**src/hdl/kqsb_pkg.sv**
```systemverilog
// Shared types, constants and helpers for the shared-buffer queue block.
package kqsb_pkg;

  localparam int unsigned NUM_SLOTS_DEF  = 16;
  localparam int unsigned NUM_QUEUES_DEF = 4;
  localparam int unsigned DATA_WIDTH_DEF = 32;

  localparam int unsigned QID_W    = 2;
  localparam int unsigned VALUE_W  = 32;
  localparam int unsigned STATUS_W = 2;

  typedef enum logic [STATUS_W-1:0] {
    ST_OK        = 2'd0,
    ST_OVERFLOW  = 2'd1,
    ST_UNDERFLOW = 2'd2
  } status_e;

  typedef enum logic [2:0] {
    S_IDLE,
    S_READ,
    S_ENQ,
    S_DEQ_RD,
    S_DEQ
  } state_e;

  typedef struct packed {
    logic capture;
    logic rd_queue;
    logic rd_link;
    logic commit;
  } cmd_t;

  typedef struct packed {
    logic is_deq;
    logic head_empty;
  } sts_t;

  // reduce a queue number modulo the queue count
  function automatic logic [QID_W-1:0] qmod(input logic [QID_W-1:0] q, input int unsigned n);
    logic [31:0] r;
    r = 32'(q);
    for (int i = 0; i < 3; i++) begin
      if (r >= n) begin
        r = r - n;
      end
    end
    return r[QID_W-1:0];
  endfunction

endpackage

```
**src/hdl/k_queues_shared_buffer.sv**
```systemverilog
// Top level of the shared-buffer queue block: several FIFO queues in one linked slot store.
// Steps: capture the transaction, read the queue tables and free-list link, then commit an
// enqueue or underflow result; a successful dequeue reads the link and slot stores first.
// A commit waits until the previous result is taken; a new transaction waits for idle.
// Reset: all queues empty and the free list holds every slot in order; a fill count
// stands in for the initial link chain, so no clearing pass runs.
module k_queues_shared_buffer
  import kqsb_pkg::*;
#(
  parameter int unsigned NUM_SLOTS  = NUM_SLOTS_DEF,
  parameter int unsigned NUM_QUEUES = NUM_QUEUES_DEF,
  parameter int unsigned DATA_WIDTH = DATA_WIDTH_DEF
) (
  input  logic                      clk_i,
  input  logic                      rst_ni,
  input  logic                      in_valid_i,
  output logic                      in_ready_o,
  input  logic                      kind_i,
  input  logic [QID_W-1:0]          queue_id_i,
  input  logic signed [VALUE_W-1:0] value_i,
  output logic                      out_valid_o,
  input  logic                      out_ready_i,
  output logic signed [VALUE_W-1:0] data_out_o,
  output logic [STATUS_W-1:0]       status_o
);

  cmd_t               cmd;
  sts_t               sts;
  logic [VALUE_W-1:0] data_out;

  kqsb_ctrl u_ctrl (
    .clk_i       (clk_i),
    .rst_ni      (rst_ni),
    .in_valid_i  (in_valid_i),
    .in_ready_o  (in_ready_o),
    .out_valid_o (out_valid_o),
    .out_ready_i (out_ready_i),
    .sts_i       (sts),
    .cmd_o       (cmd)
  );

  kqsb_datapath #(
    .NUM_SLOTS  (NUM_SLOTS),
    .NUM_QUEUES (NUM_QUEUES),
    .DATA_WIDTH (DATA_WIDTH)
  ) u_datapath (
    .clk_i      (clk_i),
    .rst_ni     (rst_ni),
    .kind_i     (kind_i),
    .queue_id_i (queue_id_i),
    .value_i    (value_i),
    .cmd_i      (cmd),
    .sts_o      (sts),
    .data_out_o (data_out),
    .status_o   (status_o)
  );

  assign data_out_o = $signed(data_out);

endmodule

```
**src/hdl/kqsb_ctrl.sv**
```systemverilog
// Sequencer for the shared-buffer queue block.
module kqsb_ctrl
  import kqsb_pkg::*;
(
  input  logic clk_i,
  input  logic rst_ni,
  input  logic in_valid_i,
  output logic in_ready_o,
  output logic out_valid_o,
  input  logic out_ready_i,
  input  sts_t sts_i,
  output cmd_t cmd_o
);

  state_e state_q, state_d;
  logic   out_valid_q, out_valid_d;
  logic   out_free;

  assign out_free = !out_valid_q || out_ready_i;

  always_ff @(posedge clk_i or negedge rst_ni) begin
    if (!rst_ni) begin
      state_q     <= S_IDLE;
      out_valid_q <= 1'b0;
    end else begin
      state_q     <= state_d;
      out_valid_q <= out_valid_d;
    end
  end

  always_comb begin
    state_d    = state_q;
    cmd_o      = '0;
    in_ready_o = 1'b0;
    unique case (state_q)
      S_IDLE: begin
        in_ready_o = 1'b1;
        if (in_valid_i) begin
          cmd_o.capture = 1'b1;
          state_d       = S_READ;
        end
      end
      S_READ: begin
        cmd_o.rd_queue = 1'b1;
        state_d        = sts_i.is_deq ? S_DEQ_RD : S_ENQ;
      end
      S_ENQ: begin
        if (out_free) begin
          cmd_o.commit = 1'b1;
          state_d      = S_IDLE;
        end
      end
      S_DEQ_RD: begin
        if (sts_i.head_empty) begin
          if (out_free) begin
            cmd_o.commit = 1'b1;
            state_d      = S_IDLE;
          end
        end else begin
          cmd_o.rd_link = 1'b1;
          state_d       = S_DEQ;
        end
      end
      S_DEQ: begin
        if (out_free) begin
          cmd_o.commit = 1'b1;
          state_d      = S_IDLE;
        end
      end
      default: begin
        state_d = S_IDLE;
      end
    endcase
  end

  always_comb begin
    out_valid_d = out_valid_q;
    if (cmd_o.commit) begin
      out_valid_d = 1'b1;
    end else if (out_ready_i) begin
      out_valid_d = 1'b0;
    end
  end

  assign out_valid_o = out_valid_q;

endmodule

```
**src/hdl/kqsb_datapath.sv**
```systemverilog
// Slot store, link store, queue head/tail tables, free list and result register.
module kqsb_datapath
  import kqsb_pkg::*;
#(
  parameter int unsigned NUM_SLOTS  = NUM_SLOTS_DEF,
  parameter int unsigned NUM_QUEUES = NUM_QUEUES_DEF,
  parameter int unsigned DATA_WIDTH = DATA_WIDTH_DEF
) (
  input  logic                      clk_i,
  input  logic                      rst_ni,
  input  logic                      kind_i,
  input  logic [QID_W-1:0]          queue_id_i,
  input  logic signed [VALUE_W-1:0] value_i,
  input  cmd_t                      cmd_i,
  output sts_t                      sts_o,
  output logic [VALUE_W-1:0]        data_out_o,
  output logic [STATUS_W-1:0]       status_o
);

  localparam int unsigned SLOT_W = (NUM_SLOTS > 1) ? $clog2(NUM_SLOTS) : 1;
  localparam int unsigned LINK_W = $clog2(NUM_SLOTS + 1);
  localparam int unsigned QIDX_W = (NUM_QUEUES > 1) ? $clog2(NUM_QUEUES) : 1;
  localparam logic [LINK_W-1:0] NIL = LINK_W'(NUM_SLOTS);

  function automatic logic [LINK_W-1:0] clean(input logic [LINK_W-1:0] p);
    return (p < NIL) ? p : NIL;
  endfunction

  logic [LINK_W-1:0]     head_mem [NUM_QUEUES];
  logic [LINK_W-1:0]     tail_mem [NUM_QUEUES];
  logic [LINK_W-1:0]     link_mem [NUM_SLOTS];
  logic [DATA_WIDTH-1:0] data_mem [NUM_SLOTS];

  logic                  kind_q;
  logic [QIDX_W-1:0]     qid_q;
  logic [VALUE_W-1:0]    value_q;
  logic [LINK_W-1:0]     free_head_q, free_head_d;
  logic [LINK_W-1:0]     fill_q, fill_d;
  logic [NUM_QUEUES-1:0] head_vld_q;

  logic [LINK_W-1:0]     head_rd_q, tail_rd_q, link_rd_q, link_next_q;
  logic                  head_vld_rd_q, link_fresh_q;
  logic [DATA_WIDTH-1:0] data_rd_q;

  logic [VALUE_W-1:0]    data_out_q;
  status_e               status_q;

  logic [8:0]            qid_full;
  logic [63:0]           val_ext;
  logic [63:0]           rd_ext;
  logic [LINK_W-1:0]     head_cur, tail_cur, link_val, link_addr;
  logic                  head_empty;
  logic                  link_re;

  logic                  head_we, tail_we, link_we, data_we;
  logic [LINK_W-1:0]     head_wdata, link_wdata;
  logic [SLOT_W-1:0]     link_waddr;

  assign qid_full = 9'(qmod(queue_id_i, NUM_QUEUES));
  assign val_ext  = {32'b0, value_q};
  assign rd_ext   = 64'(data_rd_q);

  assign head_cur   = head_vld_rd_q ? clean(head_rd_q) : NIL;
  assign head_empty = (head_cur == NIL);
  assign tail_cur   = clean(tail_rd_q);
  assign link_val   = clean(link_fresh_q ? link_next_q : link_rd_q);
  assign link_addr  = cmd_i.rd_queue ? free_head_q : head_cur;
  assign link_re    = cmd_i.rd_queue || cmd_i.rd_link;

  assign sts_o.is_deq     = kind_q;
  assign sts_o.head_empty = head_empty;

  always_ff @(posedge clk_i) begin
    if (cmd_i.capture) begin
      kind_q  <= kind_i;
      qid_q   <= qid_full[QIDX_W-1:0];
      value_q <= value_i;
    end
  end

  always_ff @(posedge clk_i) begin
    if (cmd_i.rd_queue) begin
      head_rd_q     <= head_mem[qid_q];
      tail_rd_q     <= tail_mem[qid_q];
      head_vld_rd_q <= head_vld_q[qid_q];
    end
    if (link_re) begin
      link_rd_q    <= link_mem[link_addr[SLOT_W-1:0]];
      link_fresh_q <= (link_addr >= fill_q);
      link_next_q  <= link_addr + LINK_W'(1);
    end
    if (cmd_i.rd_link) begin
      data_rd_q <= data_mem[head_cur[SLOT_W-1:0]];
    end
  end

  always_comb begin
    head_we     = 1'b0;
    tail_we     = 1'b0;
    link_we     = 1'b0;
    data_we     = 1'b0;
    head_wdata  = free_head_q;
    link_wdata  = free_head_q;
    link_waddr  = tail_cur[SLOT_W-1:0];
    free_head_d = free_head_q;
    fill_d      = fill_q;
    if (cmd_i.commit) begin
      if (!kind_q) begin
        if (free_head_q != NIL) begin
          data_we     = 1'b1;
          tail_we     = 1'b1;
          free_head_d = link_val;
          if (free_head_q >= fill_q) begin
            fill_d = fill_q + LINK_W'(1);
          end
          if (head_empty) begin
            head_we    = 1'b1;
            head_wdata = free_head_q;
          end else if (tail_cur != NIL) begin
            link_we    = 1'b1;
            link_waddr = tail_cur[SLOT_W-1:0];
            link_wdata = free_head_q;
          end
        end
      end else if (!head_empty) begin
        head_we     = 1'b1;
        head_wdata  = (head_cur == tail_cur) ? NIL : link_val;
        link_we     = 1'b1;
        link_waddr  = head_cur[SLOT_W-1:0];
        link_wdata  = free_head_q;
        free_head_d = head_cur;
      end
    end
  end

  always_ff @(posedge clk_i) begin
    if (head_we) begin
      head_mem[qid_q] <= head_wdata;
    end
    if (tail_we) begin
      tail_mem[qid_q] <= free_head_q;
    end
    if (link_we) begin
      link_mem[link_waddr] <= link_wdata;
    end
    if (data_we) begin
      data_mem[free_head_q[SLOT_W-1:0]] <= val_ext[DATA_WIDTH-1:0];
    end
  end

  always_ff @(posedge clk_i or negedge rst_ni) begin
    if (!rst_ni) begin
      free_head_q <= '0;
      fill_q      <= '0;
      head_vld_q  <= '0;
    end else begin
      free_head_q <= free_head_d;
      fill_q      <= fill_d;
      if (head_we) begin
        head_vld_q[qid_q] <= 1'b1;
      end
    end
  end

  always_ff @(posedge clk_i) begin
    if (cmd_i.commit) begin
      if (!kind_q) begin
        data_out_q <= '0;
        status_q   <= (free_head_q == NIL) ? ST_OVERFLOW : ST_OK;
      end else if (head_empty) begin
        data_out_q <= '0;
        status_q   <= ST_UNDERFLOW;
      end else begin
        data_out_q <= rd_ext[VALUE_W-1:0];
        status_q   <= ST_OK;
      end
    end
  end

  assign data_out_o = data_out_q;
  assign status_o   = status_q;

endmodule
```
**config.mk**
```make
export PLATFORM = sky130hd
export DESIGN_NAME = k_queues_shared_buffer
export DESIGN_NICKNAME = d
export VERILOG_FILES = /design/src/hdl/kqsb_pkg.sv /design/src/hdl/k_queues_shared_buffer.sv /design/src/hdl/kqsb_ctrl.sv /design/src/hdl/kqsb_datapath.sv
export SDC_FILE = /design/constraint.sdc
export NUM_CORES = 1
export LEC_CHECK = 0
export BUFFER_PORTS_ARGS = -buffer_cell sky130_fd_sc_hd__clkbuf_2
export CORE_AREA = 2 2 345 347
export DETAILED_ROUTE_END_ITERATION = 8
export DIE_AREA = 0 0 347 349
export HOLD_SLACK_MARGIN = 0.08
export REMOVE_ABC_BUFFERS = 1
export SLEW_MARGIN = 20
export SYNTH_ARGS = -nofsm -noshare
export SYNTH_HDL_FRONTEND = slang
export SYNTH_HIERARCHICAL = 1
export SYNTH_SLANG_ARGS = --single-unit
```
**constraint.sdc**
```tcl
create_clock -name clk_i -period 5.6 [get_ports clk_i]
set_input_delay 1.12 -clock clk_i [delete_from_list [all_inputs] [get_ports clk_i]]
set_output_delay 1.12 -clock clk_i [all_outputs]
set_load 0.01 [all_outputs]
```
==> results.toml <==
[run]
maxCapViolations = 0

[pwr]
switching_power_mw = 4.483
p_leak_nw = 11.57
ir_worst_vdd_mv = 0.2323
power_frac_seq = 0.493
powerDensity_nw_per_um2 = 442.8
cellInternalPower_mw = 11.10
swShare = 0.2878
power_mw = 15.58
clock_power_share = 0.320
combPwrFrac = 0.187

[worst_setup_path]
cp.required_ns = 5.88
reg2reg_from = "u_datapath/head_vld_rd_q"
r2r_slack_ns = 1.73
path_class = "reg -> reg"
worstPathArrival_ns = 4.15
crit_slowest_cell = "nor2_4"
worstSetupStartpointType = "flip-flop"
crit_chain = "and2b_1 -> inv_1 -> nand2b_1 -> a22oi_1 -> nor2_4 -> nand2b_1 -> a21oi_1 -> nand3_1 -> nor2_4 -> buf_4"
setup.worst_path.start = "u_datapath/head_vld_rd_q"
r2r_cells = 10
r2r-end = "u_datapath/data_mem[7][25]"
crit_path_max_incr_delay_ns = 0.65
cp_max_fo = 18
crit_path_end_kind = "flip-flop"

[timing]
setup_violations = 0
period_share = 0.6906
rsz0062_at_grt = "false"
max_freq_mhz = 258.6
period_needed_ns = 3.867
skew_ns = 0.01825
slew_viol_final = 0
hold_viol_final = 0
slew_headroom = 0.2251
max_slew.worst_pin.slew_ns = 1.160
setup_ws_ns = 1.733
finalSetupTns_ns = 0

[layout]
layout-drive-gt1-share = 0.1707
layout_commonest_cell = "edfxtp_1"
final_cells = 3476
fin_nets = 1928
final_cell_mix = "edfxtp_1, mux2i_1, a21oi_1"
finalInstanceArea_um2 = 35180
area_growth_syn_to_layout_pct = 16.09

[worst_hold_path]
min_to = "u_datapath/head_vld_q[0]"
hp-class = "reg -> reg"
min_from = "u_datapath/head_vld_q[0]"
holdPathStages = 2

[synth]
syn_avg_cell_area_um2 = 16.92
yosysWarnings = 6
synthFlopType = "edfxtp_1"
ys_types = 55
synth-edff-count = 755
synth-seq-area-share = 0.7629
async_flop_share = 0.02329
synth_cells = 1791
syn_area_um2 = 30310
synth_seq_cells = 773

[routing]
num_vias = 15922
first_pass_iters = 5
via_per_inst = 4.581
wl_per_cell_um = 20.36
ant_nets = 0
drc = 0
drt-total-wl_um = 70760
drt_iter0_markers = 1321

[clock_network]
cts.sinks = 773
clockBufferDepth = 3
cts_tree = "built"
postCtsHoldBufs = 0
numCtsBuffers = 78
cts-root-buf = "clkbuf_16"
clk_latency_ns = 0.61
post_cts_resized = 0
path_clk_slew_ns = 0.06
postCtsSetupRepairBufs = 0
htree_levels = 3

[placed_design]
dpl_cell_area_um2 = 32660
gp_congestion = 0.8159
portBuffers = 74
hpwl_um = 42070
place_inst = 3330
dp_slack_ns = 1.753

[global_routing]
grt_pass1_wl_um = 104700
grt_max_degree = 199
antenna_found_initial = 3
grt_use_total = 0.1142
overflow = 0
grt_pass1_vias = 16060

[outcome]
status = "finished, final reports clean"

[floorplanning]
die_w_um = 347
initial_core_util = 0.2580
rows = 126
core-area_um2 = 117500
ios = 75
dieArea_um2 = 121100
fp.dieH_um = 349
metrics by stage:
stage / hold slack [ns] / util
after floorplan: 0.4316 / -
after global placement: 0.4462 / 0.2769
after detailed placement: 0.4567 / 0.2781
after CTS: 0.4701 / 0.2988
after global routing: 0.4966 / 0.2996
final: 0.4739 / 0.2996
power by group through the flow:
stage | combinational [mW] | sequential [mW] | clock [mW]
final | 2.92 | 7.68 | 4.99
after global routing | 3.16 | 7.75 | 5.33
after detailed placement | 2.93 | 7.81 | 0
after CTS | 2.95 | 7.69 | 5.11
after global placement | 2.85 | 7.78 | 0
after floorplan | 1.88 | 7.73 | 0
how the worst max path moves through the flow:
stage	to	depth (start not counted)
floorplan	u_datapath/link_fresh_q	8
global placement	u_datapath/data_mem[15][24]	7
detailed placement	u_datapath/data_mem[3][21]	8
CTS	u_datapath/data_mem[3][28]	10
global route	u_datapath/link_mem[5][0]	10
finish	u_datapath/data_mem[7][25]	10
cells by family after synthesis:
| group | synth area share |
|---|---|
| flops | 0.7629 |
| buf+inv | 0.01651 |
| compound gates | 0.06961 |
| simple gates | 0.05474 |
| xor+xnor | 0.003179 |
| mux | 0.08806 |
| fa+ha+maj | 0.004954 |
cells in the mapped netlist (6+ instances only):
cell type  count  area, um2
a22o_1         6      52.55
nor3b_1        8      60.06
mux2_2        70      788.3
and2_1        33      206.5
a211oi_1      66      495.5
mux2i_1      153       1531
a221o_1       32      320.3
edfxtp_1     755      22670
o22ai_1       38      237.7
ha_1          12      150.1
nor2b_1       68      425.4
xnor2_1        9      78.83
o21ai_0       12      60.06
nor2_1       116      435.4
buf_2         24      120.1
nand3_1       12      60.06
mux2_1         9      101.4
and3_1         6      37.54
clkbuf_1      66      247.7
nand2_1       37      138.9
a21oi_1      130      650.6
inv_1         11      41.29
mux4_2        11      247.7
a32o_1         9      90.09
nand2b_1      11      68.82
dfrtp_1       18      450.4
state kept, by name, indices dropped and copies added, names as in the netlist:
signal	flops
u_datapath/link_rd_q	5
u_datapath/data_rd_q	32
u_datapath/link_fresh_q	1
u_datapath/link_next_q	5
u_datapath/qid_q	2
u_datapath/data_mem	512
u_datapath/head_vld_rd_q	1
u_datapath/status_o	2
u_datapath/head_rd_q	5
u_datapath/head_vld_q	4
u_datapath/head_mem	20
u_datapath/data_out_o	32
u_ctrl/out_valid_o	1
u_datapath/fill_q	5
u_datapath/link_mem	80
u_datapath/free_head_q	5
u_datapath/kind_q	1
u_ctrl/state_q	3
u_datapath/tail_mem	20
u_datapath/value_q	32
u_datapath/tail_rd_q	5
routing by layer:
| metal | global-route usage | wire length (um) | up-vias |
|---|---|---|---|
| met4 | 0.03709 | 1953 | 2 |
| met5 | 0 | 7 | - |
| met3 | 0.02214 | 4575 | 115 |
| met1 | 0.1552 | 30900 | 8051 |
| met2 | 0.1833 | 33330 | 557 |
| li1 | - | - | 7197 |
critical path: cells and delay by family, from the launching register on:
| kind | cells | cell delay, ns |
|---|---|---|
| AOI/OAI and AO/OA | 2 | 0.53 |
| buffers and inverters | 2 | 0.72 |
| DFF | 1 | 0.48 |
| and+or+nand+nor | 6 | 1.77 |
layout make-up:
| type | count | area [um2] |
|---|---|---|
| Inverter | 12 | 50.05 |
| Sequential cell | 773 | 23120 |
| Timing Repair Buffer | 107 | 813.3 |
| Tap cell | 1536 | 1922 |
| Fill cell | 11384 | 82270 |
| Clock buffer | 98 | 2091 |
| Antenna cell | 1 | 2.502 |
| Multi-Input combinational cell | 905 | 6834 |
| Clock inverter | 44 | 347.8 |
(Power assumes the default switching activity.)
